[src/hw/rtl/ft2d_pkg.sv]
// Shared types, constants and microcode ROM for the 2-D Fenwick tree.
// No dependencies.
`timescale 1ns / 1ps

package ft2d_pkg;

    localparam int GRID_SIZE_DEF = 256;
    localparam int IDX_W         = 9;          // row/col/extent field width
    localparam int WALK_W        = IDX_W + 1;  // walk index, holds i + lowbit(i)
    localparam int DATA_W        = 32;

    localparam logic [IDX_W-1:0] EXTENT_RST = 9'd256;

    typedef enum logic [0:0] {
        FUNC_ADD   = 1'b0,
        FUNC_QUERY = 1'b1
    } t_func;

    typedef enum logic [2:0] {
        STEP_CLEAR,
        STEP_IDLE,
        STEP_CHECK,
        STEP_WALK,
        STEP_DRAIN,
        STEP_EMIT
    } t_step;

    typedef enum logic [2:0] {
        COND_NEVER,
        COND_ALWAYS,
        COND_IN,
        COND_CLR_DONE,
        COND_EMPTY,
        COND_WALK_DONE,
        COND_OUT_FREE
    } t_cond;

    // one control word: jump to target when cond holds, else step+1 or hold
    typedef struct packed {
        t_cond cond;
        t_step target;
        logic  else_next;
        logic  in_rdy;
        logic  clr_wr;
        logic  load_walk;
        logic  walk_en;
        logic  emit;
    } t_uword;

    typedef struct packed {
        logic in_fire;
        logic clr_done;
        logic empty;
        logic walk_done;
        logic out_free;
    } t_stat;

    function automatic t_uword ucode(t_step step);
        t_uword w;
        w = '0;
        case (step)
            STEP_CLEAR: begin
                w.cond   = COND_CLR_DONE;
                w.target = STEP_IDLE;
                w.clr_wr = 1'b1;
            end
            STEP_IDLE: begin
                w.cond   = COND_IN;
                w.target = STEP_CHECK;
                w.in_rdy = 1'b1;
            end
            STEP_CHECK: begin
                w.cond      = COND_EMPTY;
                w.target    = STEP_EMIT;
                w.else_next = 1'b1;
                w.load_walk = 1'b1;
            end
            STEP_WALK: begin
                w.cond    = COND_WALK_DONE;
                w.target  = STEP_DRAIN;
                w.walk_en = 1'b1;
            end
            STEP_DRAIN: begin
                w.cond   = COND_ALWAYS;
                w.target = STEP_EMIT;
            end
            STEP_EMIT: begin
                w.cond   = COND_OUT_FREE;
                w.target = STEP_IDLE;
                w.emit   = 1'b1;
            end
            default: begin
                w.cond   = COND_ALWAYS;
                w.target = STEP_IDLE;
            end
        endcase
        return w;
    endfunction

endpackage

[src/hw/rtl/ft2d_seq.sv]
// Microcode sequencer: step counter, ROM lookup and jump decision.
// Depends on ft2d_pkg.
`timescale 1ns / 1ps

module ft2d_seq (
    input  logic             i_clk,
    input  logic             i_rst_n,
    input  ft2d_pkg::t_stat  i_stat,
    output ft2d_pkg::t_uword o_ctl
);

    ft2d_pkg::t_step  r_step;
    ft2d_pkg::t_step  n_step;
    ft2d_pkg::t_uword ctl;
    logic             hit;

    assign ctl = ft2d_pkg::ucode(r_step);

    always_comb begin
        case (ctl.cond)
            ft2d_pkg::COND_NEVER:     hit = 1'b0;
            ft2d_pkg::COND_ALWAYS:    hit = 1'b1;
            ft2d_pkg::COND_IN:        hit = i_stat.in_fire;
            ft2d_pkg::COND_CLR_DONE:  hit = i_stat.clr_done;
            ft2d_pkg::COND_EMPTY:     hit = i_stat.empty;
            ft2d_pkg::COND_WALK_DONE: hit = i_stat.walk_done;
            ft2d_pkg::COND_OUT_FREE:  hit = i_stat.out_free;
            default:                  hit = 1'b0;
        endcase

        if (hit) begin
            n_step = ctl.target;
        end else if (ctl.else_next) begin
            n_step = ft2d_pkg::t_step'(r_step + 3'd1);
        end else begin
            n_step = r_step;
        end
    end

    always_ff @(posedge i_clk) begin
        if (!i_rst_n) begin
            r_step <= ft2d_pkg::STEP_CLEAR;
        end else begin
            r_step <= n_step;
        end
    end

    assign o_ctl = ctl;

endmodule

[config.mk]
export PLATFORM = sky130hd
export DESIGN_NAME = ft2d_seq
export DESIGN_NICKNAME = d
export VERILOG_FILES = /design/src/hw/rtl/ft2d_pkg.sv /design/src/hw/rtl/ft2d_seq.sv
export SDC_FILE = /design/constraint.sdc
export NUM_CORES = 1
export LEC_CHECK = 0
export BUFFER_PORTS_ARGS = -buffer_cell sky130_fd_sc_hd__buf_2
export CAP_MARGIN = 20
export CORE_AREA = 2 2 39 41
export DETAILED_ROUTE_END_ITERATION = 10
export DIE_AREA = 0 0 41 43
export PLACE_DENSITY = 0.58
export SLEW_MARGIN = 40
export SYNTH_ARGS = -nofsm -noshare
export SYNTH_HDL_FRONTEND = slang
export SYNTH_SLANG_ARGS = --single-unit
[constraint.sdc]
create_clock -name i_clk -period 6 [get_ports i_clk]
set_clock_uncertainty 0.2 [all_clocks]
set_input_delay 1.2 -clock i_clk [delete_from_list [all_inputs] [get_ports i_clk]]
set_output_delay 1.2 -clock i_clk [all_outputs]
set_load 0.01 [all_outputs]
# ---- After elaboration in Yosys (flattened, before gate mapping)
# Cells that the tools add are included.
dict set report totals {
  register_bits 3
  latchBits 0
  mem_bits_rw 0
  romBits 0
  in_bits 7
  out_inout_bits 12
  word_cells 24
  memories 0
}
dict set report op_classes {
  n_addsub 1
  mul 0
  div_mod_pow 0
  order_cmp 0
  n_eq_ne 11
  shifts 0
  muxes 9
  bitwise_logic 0
  reduce_logical 2
}
# op n
set ops {}
lappend ops {{6-bit case mux with 6 select lines} 1}
lappend ops {{3-bit == test (second input constant)} 5}
lappend ops {{3-bit by 2-bit == test with 1-bit output (second input constant)} 4}
lappend ops {{3-bit by 1-bit == test with 1-bit output (second input constant)} 2}
lappend ops {{3-bit two-way mux} 2}
lappend ops {{1-bit case mux with 6 select lines} 1}
lappend ops {{1-bit two-way mux} 5}
lappend ops {{3-bit by 1-bit adder with 3-bit output (second input constant)} 1}
lappend ops {{3-bit zero test} 1}
lappend ops {{2-bit nonzero test} 1}

# ---- Longest topological paths before layout
dict set report logic_depth {
  word_depth 5
  mapped_depth 8
  ltp_nobuf 7
}

# ---- Worst setup path after synthesis
# No wires, ideal clock.
dict set report synth_path {
  path_kind {reg2out}
  start {register r_step[1]}
  end {output o_ctl[9] in the netlist's numbering}
  t_arrival_ps 1163
  required_time_ps 4600
  path_slack_ps 3437
  path_stages_with_launch 6
  n_path_buf 1
  cell_sequence {dfxtp_1 > buf_6 > inv_1 > ha_1 > nor3_1 > nor2_1}
}
# element line
set synth_lines {}
lappend synth_lines {{start, declared} ft2d_seq.sv:12} ;# ft2d_pkg::t_step r_step;
lappend synth_lines {{start signal, assigned} ft2d_seq.sv:42} ;# r_step <= ft2d_pkg::STEP_CLEAR;
lappend synth_lines {{start signal, assigned} ft2d_seq.sv:44} ;# r_step <= n_step;
lappend synth_lines {{end, declared} ft2d_seq.sv:9} ;# output ft2d_pkg::t_uword o_ctl

==> run_results.csv <==
group,metric,value,unit
final_layout,layout-drive-gt1-share,32.00,%
critical_path,crit_path_top_delay_cell,"dfxtp_1",
yosys,syn_nets,69,
power,powerDensity,604.5,nW/µm²
floorplan,io_pins,19,
global_route,gr-total-overflow,0,
routing,wl,950,µm
floorplan,start_util,30.83,%
timing,period_share,53.31,%
power,p_clk_share,10.8,%
global_route,gr-usage-met2,17.50,%
power,power_leakage,0.2696,nW
critical_path,endpoint_kind,"output port",
power,peakVddDrop,0.0002341,V
clock_network,cts_buffers,3,
placed_design,numPortBuffers,18,
global_route,globalRouteMet3Util,4.712,%
timing,final-setup-viol-count,0,
final_layout,antennaDiodeCount,0,
run,drv_cap,0,
power,switchingPower,165.4,µW
clock_network,insertion_delay,0.23,ns
routing,drt-initial-drc-count,6,
timing,slew_viol_final,0,
routing,routed_via_density,4.912,
timing,rsz0062_at_grt,"no",
placed_design,place_congestion,0.6881,
yosys,yosysUniqueCellTypes,27,
placed_design,placed_area,513.0,µm²
routing,num_vias,447,
yosys,ys_warn_count,0,
timing,fmax,312.7,MHz
routing,drc,0,
yosys,async_flop_share,0,%
timing,fin_hold_ws,0.3296,ns
final_layout,top_regs,"r_step x3",
routing,wire_per_inst,10.44,µm
routing,ant_nets,0,
timing,slew_headroom,69.44,%
clock_network,cts.clk_slew.worst_paths,0.04,ns
final_layout,largest_register_ff_count,3,
status,status,"finished clean",
yosys,synth.avg_cell_area,7.619,µm²
critical_path,arrival,1.80,ns
floorplan,fp.dieH,43,µm
final_layout,nets,89,
clock_network,cts.path.max_buffers,2,
global_route,top_usage_layer,"met2",
clock_network,cts-resized-gates,0,
yosys,synth_enable_flop_cells,0,
power,p_int,160.6,µW
critical_path,crit_type,"register to output port",
final_layout,area_growth,26.39,%
critical_path,crit_path_cell_trace,"inv_1 -> ha_1 -> nor3_1 -> nor2_1 -> buf_2",
clock_network,cts.htree.levels,1,
timing,fin_ws,2.802,ns
clock_network,postCtsHoldBufs,0,
global_route,grt_pass1_wl,1.449,mm
floorplan,die_w,41,µm
clock_network,cts.sinks,3,
global_route,grt_pass1_vias,363,
final_layout,nFillCells,151,
yosys,synthCells,56,
critical_path,slowest_delay,0.57,ns
yosys,ys_ff_latch,3,
placed_design,dp_slack,3.084,ns
placed_design,dp_hpwl,745.9,µm
clock_network,clockRootBuffer,"clkbuf_4",
yosys,syn-cell-area,426.7,µm²
global_route,antenna_found_initial,0,
power,pwr-share-seq,17.1,%
timing,period_needed,3.198,ns
timing,tns,0,ns
critical_path,required,4.60,ns
final_layout,top_register,"r_step",
final_layout,postLayoutCellArea,539.3,µm²
critical_path,start_kind,"register",
clock_network,post_cts_buffers,0,
clock_network,cts_tree,"done",
floorplan,dieArea,1763,µm²
floorplan,rows,14,
global_route,grt_usage,11.74,%
power,p_comb_share,72.2,%
worst_hold_path,hold_class,"register to register",
routing,first_pass_iters,3,
critical_path,cp_max_fo,11,
final_layout,finish.utilization,38.97,%
timing,tightest_slew,0.4578,ns
yosys,synthFlopType,"dfxtp_1",
floorplan,core_area,1384,µm²
global_route,grt_max_degree,16,
power,switching_share,50.74,%
yosys,synth_seq_area_share,14.08,%
timing,finalHoldViolCount,0,
global_route,met1_usage,15.71,%
## Yosys cell counts (2+ instances only)
cell type / instances / area, µm²
nand2_1: 3 / 11.26
a21oi_1: 2 / 10.01
o41ai_1: 2 / 17.52
dfxtp_1: 3 / 60.06
o21ai_0: 5 / 25.02
or3_1: 2 / 12.51
nor2b_1: 4 / 25.02
ha_1: 6 / 75.07
nor2_1: 5 / 18.77
inv_1: 6 / 22.52
nand3_1: 2 / 10.01
## cells by family (layout without fill, tap and decap cells)
kind of cell               Yosys count  after routing  share of synthesized area, %
AOI/OAI and AO/OA                   16             16                         27.57
adders and majority gates            6              6                         17.59
buffers and inverters                9             28                         10.85
DFF                                  3              3                         14.08
muxes                                2              2                         5.864
and+or+nand+nor                     20             20                         24.05
## per-stage QoR
step	power [mW]	cells
6_report	0.3260	91
4_1_cts	0.3289	91
3_5_place_dp	0.2913	87
2_1_floorplan	0.2316	56
3_3_place_gp	0.2931	87
5_1_grt	0.3624	91
## per-layer routing
layer	part of all wire, %	vias to the layer above	routed length (µm)
li1	-	235	-
met1	45	201	429
met2	49	11	466
met3	5.7	0	54
met4	0	0	0
met5	0	-	0
## critical path, delay by kind of cell (launching register included)
family	cells	cell delay (ns)
flops	1	0.57
fa+ha+maj	1	0.27
simple gates	2	0.37
buf+inv	2	0.35
## worst paths after layout
path | from | slack [ns] | to | cells past startpoint
max | r_step[1]$_SDFFE_PN0P_ | 2.80 | o_ctl[9] | 5
min | r_step[0]$_SDFFE_PN0P_ | 0.33 | r_step[0]$_SDFFE_PN0P_ | 1
max reg2reg | r_step[1]$_SDFFE_PN0P_ | 3.64 | r_step[0]$_SDFFE_PN0P_ | 7
min reg2reg | r_step[0]$_SDFFE_PN0P_ | 0.33 | r_step[0]$_SDFFE_PN0P_ | 1
## area by class of cell
| type | instances | area, µm² | share of cell area, % |
|---|---|---|---|
| well taps | 16 | 20.02 | 3.712 |
| multi-input cells | 44 | 320.3 | 59.40 |
| inverters | 6 | 22.52 | 4.176 |
| repair buffers | 18 | 90.09 | 16.71 |
| flip-flops and latches | 3 | 60.06 | 11.14 |
| clock buffers | 4 | 26.28 | 4.872 |
## cells in the final DEF, fill, tap and decap left out, types with 2 or more instances in the layout
cell type  instances
o41ai_1            2
ha_1               6
o21ai_0            5
nor2_1             5
or3_1              2
inv_1              6
a21oi_1            2
dfxtp_1            3
buf_2             18
nand3_1            2
nor2b_1            4
nand2_1            3
clkbuf_4           3
## power groups by stage
| stage | registers [mW] | clock network (mW) | logic (mW) |
|---|---|---|---|
| 4_1_cts | 0.0549 | 0.0360 | 0.238 |
| 3_3_place_gp | 0.0554 | 0 | 0.238 |
| 5_1_grt | 0.0586 | 0.0377 | 0.266 |
| 2_1_floorplan | 0.0385 | 0 | 0.193 |
| 3_5_place_dp | 0.0552 | 0 | 0.236 |
| 6_report | 0.0556 | 0.0351 | 0.235 |
Note: power is estimated with default switching activity, not from simulation.
